==> src/design/esc_pkg.sv <==
// shared types, character codes and error codes of the expression syntax checker
package esc_pkg;

	localparam int DEPTH_W = 7;
	localparam int POS_W   = 8;
	localparam int CODE_W  = 4;

	localparam logic [DEPTH_W-1:0] MAX_DEPTH = 7'd64;
	localparam logic [POS_W-1:0]   POS_MAX   = 8'hFF;

	localparam logic [1:0] PH_OPERAND = 2'd0;
	localparam logic [1:0] PH_NUMBER  = 2'd1;
	localparam logic [1:0] PH_CLOSED  = 2'd2;
	localparam logic [1:0] PH_ERROR   = 2'd3;

	localparam logic [2:0] CL_ZERO  = 3'd0;
	localparam logic [2:0] CL_DIGIT = 3'd1;
	localparam logic [2:0] CL_OP    = 3'd2;
	localparam logic [2:0] CL_OPEN  = 3'd3;
	localparam logic [2:0] CL_CLOSE = 3'd4;
	localparam logic [2:0] CL_OTHER = 3'd5;

	localparam logic [CODE_W-1:0] ERR_NONE       = 4'd0;
	localparam logic [CODE_W-1:0] ERR_BAD_CHAR   = 4'd1;
	localparam logic [CODE_W-1:0] ERR_LEAD_ZERO  = 4'd2;
	localparam logic [CODE_W-1:0] ERR_START_OP   = 4'd3;
	localparam logic [CODE_W-1:0] ERR_OP_AFTER_OPEN  = 4'd4;
	localparam logic [CODE_W-1:0] ERR_MISSING_OPEN   = 4'd5;
	localparam logic [CODE_W-1:0] ERR_OP_BEFORE_OPEN = 4'd6;
	localparam logic [CODE_W-1:0] ERR_OP_AFTER_CLOSE = 4'd7;
	localparam logic [CODE_W-1:0] ERR_DEPTH      = 4'd8;

	localparam logic [7:0] CH_SPACE = 8'h20;
	localparam logic [7:0] CH_OPEN  = 8'h28;
	localparam logic [7:0] CH_CLOSE = 8'h29;
	localparam logic [7:0] CH_STAR  = 8'h2A;
	localparam logic [7:0] CH_PLUS  = 8'h2B;
	localparam logic [7:0] CH_MINUS = 8'h2D;
	localparam logic [7:0] CH_SLASH = 8'h2F;
	localparam logic [7:0] CH_ZERO  = 8'h30;
	localparam logic [7:0] CH_ONE   = 8'h31;
	localparam logic [7:0] CH_NINE  = 8'h39;

	typedef struct packed {
		logic [1:0]         phase;
		logic [DEPTH_W-1:0] depth;
		logic [POS_W-1:0]   pos;
		logic [CODE_W-1:0]  err_code;
		logic [POS_W-1:0]   err_pos;
	} state_t;

	typedef struct packed {
		logic               error_flag;
		logic [CODE_W-1:0]  error_code;
		logic [POS_W-1:0]   error_position;
		logic               end_marker;
		logic               verdict_ok;
		logic [DEPTH_W-1:0] open_depth;
	} result_t;

	function automatic logic [2:0] classify(input logic [7:0] c);
		logic [2:0] cl;
		if (c == CH_ZERO)
			cl = CL_ZERO;
		else if (c >= CH_ONE && c <= CH_NINE)
			cl = CL_DIGIT;
		else if (c == CH_PLUS || c == CH_MINUS || c == CH_STAR || c == CH_SLASH)
			cl = CL_OP;
		else if (c == CH_OPEN)
			cl = CL_OPEN;
		else if (c == CH_CLOSE)
			cl = CL_CLOSE;
		else
			cl = CL_OTHER;
		return cl;
	endfunction

endpackage

==> src/design/esc_step.sv <==
// transition logic: one character or end beat against the current automaton state
module esc_step (
	input  esc_pkg::state_t  cur,
	input  logic             kind,
	input  logic [7:0]       char_code,
	output esc_pkg::state_t  nxt,
	output esc_pkg::result_t res
);

	logic [2:0]      cl;
	logic            open;
	logic            take;
	esc_pkg::state_t upd;
	logic            fail;
	logic [esc_pkg::CODE_W-1:0] fcode;

	assign cl   = esc_pkg::classify(char_code);
	assign open = cur.depth != '0;
	assign take = !kind && cur.phase != esc_pkg::PH_ERROR && char_code != esc_pkg::CH_SPACE;

	always_comb begin
		upd   = cur;
		fail  = 1'b0;
		fcode = esc_pkg::ERR_NONE;
		if (cl == esc_pkg::CL_OTHER) begin
			fail  = 1'b1;
			fcode = esc_pkg::ERR_BAD_CHAR;
		end else if (cur.phase == esc_pkg::PH_OPERAND) begin
			case (cl)
				esc_pkg::CL_ZERO: begin
					fail  = 1'b1;
					fcode = esc_pkg::ERR_LEAD_ZERO;
				end
				esc_pkg::CL_DIGIT: upd.phase = esc_pkg::PH_NUMBER;
				esc_pkg::CL_OP: begin
					fail  = 1'b1;
					fcode = open ? esc_pkg::ERR_OP_AFTER_OPEN : esc_pkg::ERR_START_OP;
				end
				esc_pkg::CL_OPEN: begin
					if (cur.depth >= esc_pkg::MAX_DEPTH) begin
						fail  = 1'b1;
						fcode = esc_pkg::ERR_DEPTH;
					end else begin
						upd.depth = cur.depth + 1'b1;
					end
				end
				default: begin
					fail  = 1'b1;
					fcode = esc_pkg::ERR_MISSING_OPEN;
				end
			endcase
		end else begin
			case (cl)
				esc_pkg::CL_ZERO, esc_pkg::CL_DIGIT: begin
					if (cur.phase == esc_pkg::PH_CLOSED) begin
						fail  = 1'b1;
						fcode = esc_pkg::ERR_OP_AFTER_CLOSE;
					end
				end
				esc_pkg::CL_OP: upd.phase = esc_pkg::PH_OPERAND;
				esc_pkg::CL_OPEN: begin
					fail  = 1'b1;
					fcode = esc_pkg::ERR_OP_BEFORE_OPEN;
				end
				default: begin
					if (open) begin
						upd.depth = cur.depth - 1'b1;
						upd.phase = esc_pkg::PH_CLOSED;
					end else begin
						fail  = 1'b1;
						fcode = esc_pkg::ERR_MISSING_OPEN;
					end
				end
			endcase
		end
		if (fail) begin
			upd.phase    = esc_pkg::PH_ERROR;
			upd.err_code = fcode;
			upd.err_pos  = cur.pos;
		end
		if (cur.pos != esc_pkg::POS_MAX)
			upd.pos = cur.pos + 1'b1;
		if (!take)
			upd = cur;
	end

	always_comb begin
		res.error_flag     = upd.phase == esc_pkg::PH_ERROR;
		res.error_code     = upd.err_code;
		res.error_position = upd.err_pos;
		res.end_marker     = kind;
		res.verdict_ok     = kind && upd.phase != esc_pkg::PH_ERROR;
		res.open_depth     = upd.depth;
	end

	always_comb begin
		nxt = upd;
		if (kind) begin
			nxt.phase    = esc_pkg::PH_OPERAND;
			nxt.depth    = '0;
			nxt.pos      = '0;
			nxt.err_code = esc_pkg::ERR_NONE;
			nxt.err_pos  = '0;
		end
	end

endmodule

==> config.mk <==
export PLATFORM = sky130hd
export DESIGN_NAME = esc_step
export DESIGN_NICKNAME = d
export VERILOG_FILES = /design/src/design/esc_pkg.sv /design/src/design/esc_step.sv
export SDC_FILE = /design/constraint.sdc
export NUM_CORES = 1
export LEC_CHECK = 0
export BUFFER_PORTS_ARGS = -buffer_cell sky130_fd_sc_hd__buf_2
export CAP_MARGIN = 15
export CORE_MARGIN = 3
export CORE_UTILIZATION = 40
export DETAILED_ROUTE_END_ITERATION = 10
export PLACE_DENSITY = 0.74
export SYNTH_ARGS = -nofsm -noshare
export SYNTH_HDL_FRONTEND = slang
export SYNTH_SLANG_ARGS = --single-unit
==> constraint.sdc <==
create_clock -name vclk -period 3.6
set_clock_uncertainty 0.1 [all_clocks]
set_input_delay 0.72 -clock vclk [all_inputs]
set_output_delay 0.72 -clock vclk [all_outputs]
set_load 0.02 [all_outputs]
# Yosys cells after proc, flatten, opt, wreduce, memory -nomap -nowiden
# Index checks and enable logic that the tools add are counted.
[word_totals]
word_cells = 70
output_inout_bits = 51
in_bits = 38
register_bits = 0
[classes]
addsub = 3
eq_ne = 17
order_cmp = 3
muxes = 33
reduce_logical = 14
[ops]
columns = ["operator", "count"]
rows = [
  ["$mux 29", 2],
  ["$eq 8x6->1 const B", 7],
  ["$mux 9", 3],
  ["$mux 3", 7],
  ["$mux 7", 3],
  ["$pmux 4 s4", 1],
  ["$mux 12", 1],
  ["$mux 4", 3],
  ["$pmux 4 s3", 1],
  ["$add 8x1->8 const B", 1],
  ["$ge 8x6->1 const B", 1],
  ["$le 8x6->1 const B", 1],
  ["$mux 8", 1],
  ["$ne 8x6->1 const B", 1],
  ["$ne 8x8->1 const B", 1],
  ["$add 7x1->7 const B", 1],
  ["$ge 7x7->1 const B", 1],
  ["$reduce_bool 7->1", 1],
  ["$sub 7x1->7 const B", 1],
  ["$eq 3x2->1 const B", 2],
  ["$mux 1", 6],
  ["$eq 2x2->1 const B", 2],
  ["$logic_and 1x1->1", 4],
  ["$mux 2", 2],
  ["13 further kinds", 16],
]

# Logic depth before layout (Yosys ltp)
[depth]
ltp_word = 16
ltp_mapped = 9

# Least setup slack after synthesis
# OpenSTA, ideal clock, no wires.
[synth_path]
kind = "input to output"
start = "in char_code[3]"
end = "out nxt[24] in the netlist's numbering"
path_stages = 7
path_slack_ns = -0.212
t_required_ns = 2.780
arrival_ns = 2.992
n_path_buf = 2
cell_sequence = "buf_2 nor4_2 a21bo_2 buf_2 nor2_1 and3_1 a2111oi_0"
[synth_lines]
columns = ["element", "line", "text"]
rows = [
  ["start: declaration", "esc_step.sv:5", "input logic [7:0] char_code,"],
  ["end: declaration", "esc_step.sv:6", "output esc_pkg::state_t nxt,"],
]

==> run metrics <==
Crit path arrival time=about 2.7 ns; status=complete, no violations; core area=approximately 3500 um2; starting density of the core=0.438; via density per instance=5.88; Layout Nets=378; leading cell type in the layout, fill and taps excluded=buf_2; Crit path largest cell delay=about 0.39 ns; WP depth=8; sequential area share after synthesis=0; first-pass GRT wire length=roughly 8300 um; Hold-fix buffers, CTS=0; Slowest-stage cell, CP=or3b_1; post-synthesis simple-gate area fraction=0.401; # IOs=89; max-slew violations=0; synth unique cells=between 60 and 70; wire length after detailed routing=5510 um; yosys warns=0; final core utilization=0.644; DRT iter0 DRCs=136; worst setup margin=just over 0.08 ns; Clock Buffer Count=0; hold crit path type=in2out; Syn Area/Cell=6.86 um2; Inserted Diodes=0; gpl congestion=0.911; Die Span Y=around 68 um; final period demand of the worst path=3.52 ns; post-route design area=about 2300 um2; Adder-Cell Fraction of Synth Area=0.0243; Antenna Nets Post-Route=0; XOR/XNOR Fraction of Synth Area=0.0397; antenna violations before repair=0; Seq cells=0; die width=roughly 68 um; mux contribution to synthesized area=0.188; CP required=approximately 2.8 ns; Mapped Area=around 1500 um2; gr usage total=0.221; synthesis-to-layout area growth=47.0%; CP Capture Type=output port; Fillers=between 300 and 400; DR WL/cell=14.5 um; critical path class=in2out; worst vdd ir=roughly 0.073 mV; critical path endpoint=nxt[6]; Synth area leaders=mux2_4 6.8%, mux2_1 6.6%, nand2_1 4.9%; num rows=21; RSZ-0062 raised after global routing=no; number of max-cap violations=0; cell family with most CP delay=simple AND/OR/NAND/NOR gates; pre-CTS setup slack=0.0580 ns; Gate Count Post-Synth=roughly 230; dpl hpwl=between 4000 and 5000 um; Port Buf Inserts=slightly below 90; largest net degree at the start of global routing=31; Yosys top cell by area=mux2_4; share of layout cells above drive strength 1=0.442; crit start category=input pin; Multi-input gate area=approximately 1500 um2; die area=~4600 um2; total power=0.303 mW; Max Fclk=0.284 GHz; Hold Vio Cnt, Final=0; Post-Place Cell Area=2230 um2; most frequent cells in the layout=89 x buf_2, 37 x buf_4, 19 x nor2_1, 19 x nand2_1, 12 x a21oi_1; Setup TNS Final=0 ns; DR vias=roughly 2,200; Crit Path Max Fanout=12; final setup fails=0; total gr overflow=0; cells along the critical path=buf_2 -> or3b_1 -> and4_4 -> o311a_1 -> o21a_1 -> buf_6 -> mux2_1 -> buf_2; vias in the first global route=1,954; Worst-Margin Slew=roughly 0.52 ns; largest family of logic cells by synthesized area=simple AND/OR/NAND/NOR gates; register area=0 um2; Post-Syn Nets=266; post-synth top area share=0.0681; Pre-antenna DRT Iters=4; Top cell by count, worst path=buf_2; Synth Area in Compound Gates=0.273; power density over the cells=133 nW/um2; origin of the worst setup path=char_code[1]; relative slew slack=0.655; crit path buf inv count=3; Pleak=roughly 1.1 nW; Final Cycle Share=0.977; drt drc=0
-- how the worst min path moves through the flow --
| stage | startpoint | to | slack (ns) | cells past startpoint |
|---|---|---|---|---|
| after CTS | cur[0] | res[9] | 1.69 | 3 |
| final | cur[0] | res[9] | 1.69 | 3 |
| after global placement | cur[0] | res[9] | 1.68 | 3 |
| after detailed placement | cur[0] | res[9] | 1.68 | 3 |
| after global routing | cur[10] | res[19] | 1.71 | 3 |
| after floorplan | kind | res[8] | 1.45 | 1 |
-- what timing repair did --
item                                    4_1_cts  5_1_grt
buffers inserted                              0        1
resized for setup                             0        7
endpoints found under the setup margin        0       17
-- Yosys cell counts (all sizes together) (6+ instances only) --
library cell	n
nand2	20
nor2	20
mux2	19
a21oi	12
buf	11
o21ai	11
nand3	10
nor2b	9
nor3	9
clkbuf	6
inv	6
nand4	6
-- cell type report --
class | count | share of cell area
Timing Repair Buffer | 127 | 0.324
Inverter | 6 | 0.00993
Tap cell | 46 | 0.0254
Multi-Input combinational cell | 202 | 0.641
-- routing by layer --
metal  up-vias  wire (um)  share of wire  GRT usage
li1       1096          -              -          -
met1      1013       2360           0.43      0.270
met2       118       2520           0.46      0.418
met3        14        496          0.090     0.0148
met4         0        123          0.022     0.0471
met5         -          0              0          0
-- where the power goes --
part / total [mW] / internal (mW) / leakage [nW] / switching, mW
clock: 0 / 0 / 0 / 0
combinational: 0.303 / 0.127 / 1.11 / 0.176
sequential: 0 / 0 / 0 / 0
-- logic make-up after synthesis --
logic type | after synthesis
AOI/OAI and AO/OA | 59
adders and majority gates | 3
xor gates and xnor gates | 7
buffers and inverters | 23
muxes | 24
and+or+nand+nor | 109
-- per-stage QoR --
stage | hold WS, ns | instances
finish | 1.69 | 381
global route | 1.71 | 381
CTS | 1.69 | 380
detailed placement | 1.68 | 380
global placement | 1.68 | 380
floorplan | 1.45 | 225
No activity file was read; power rests on OpenSTA's default activity.
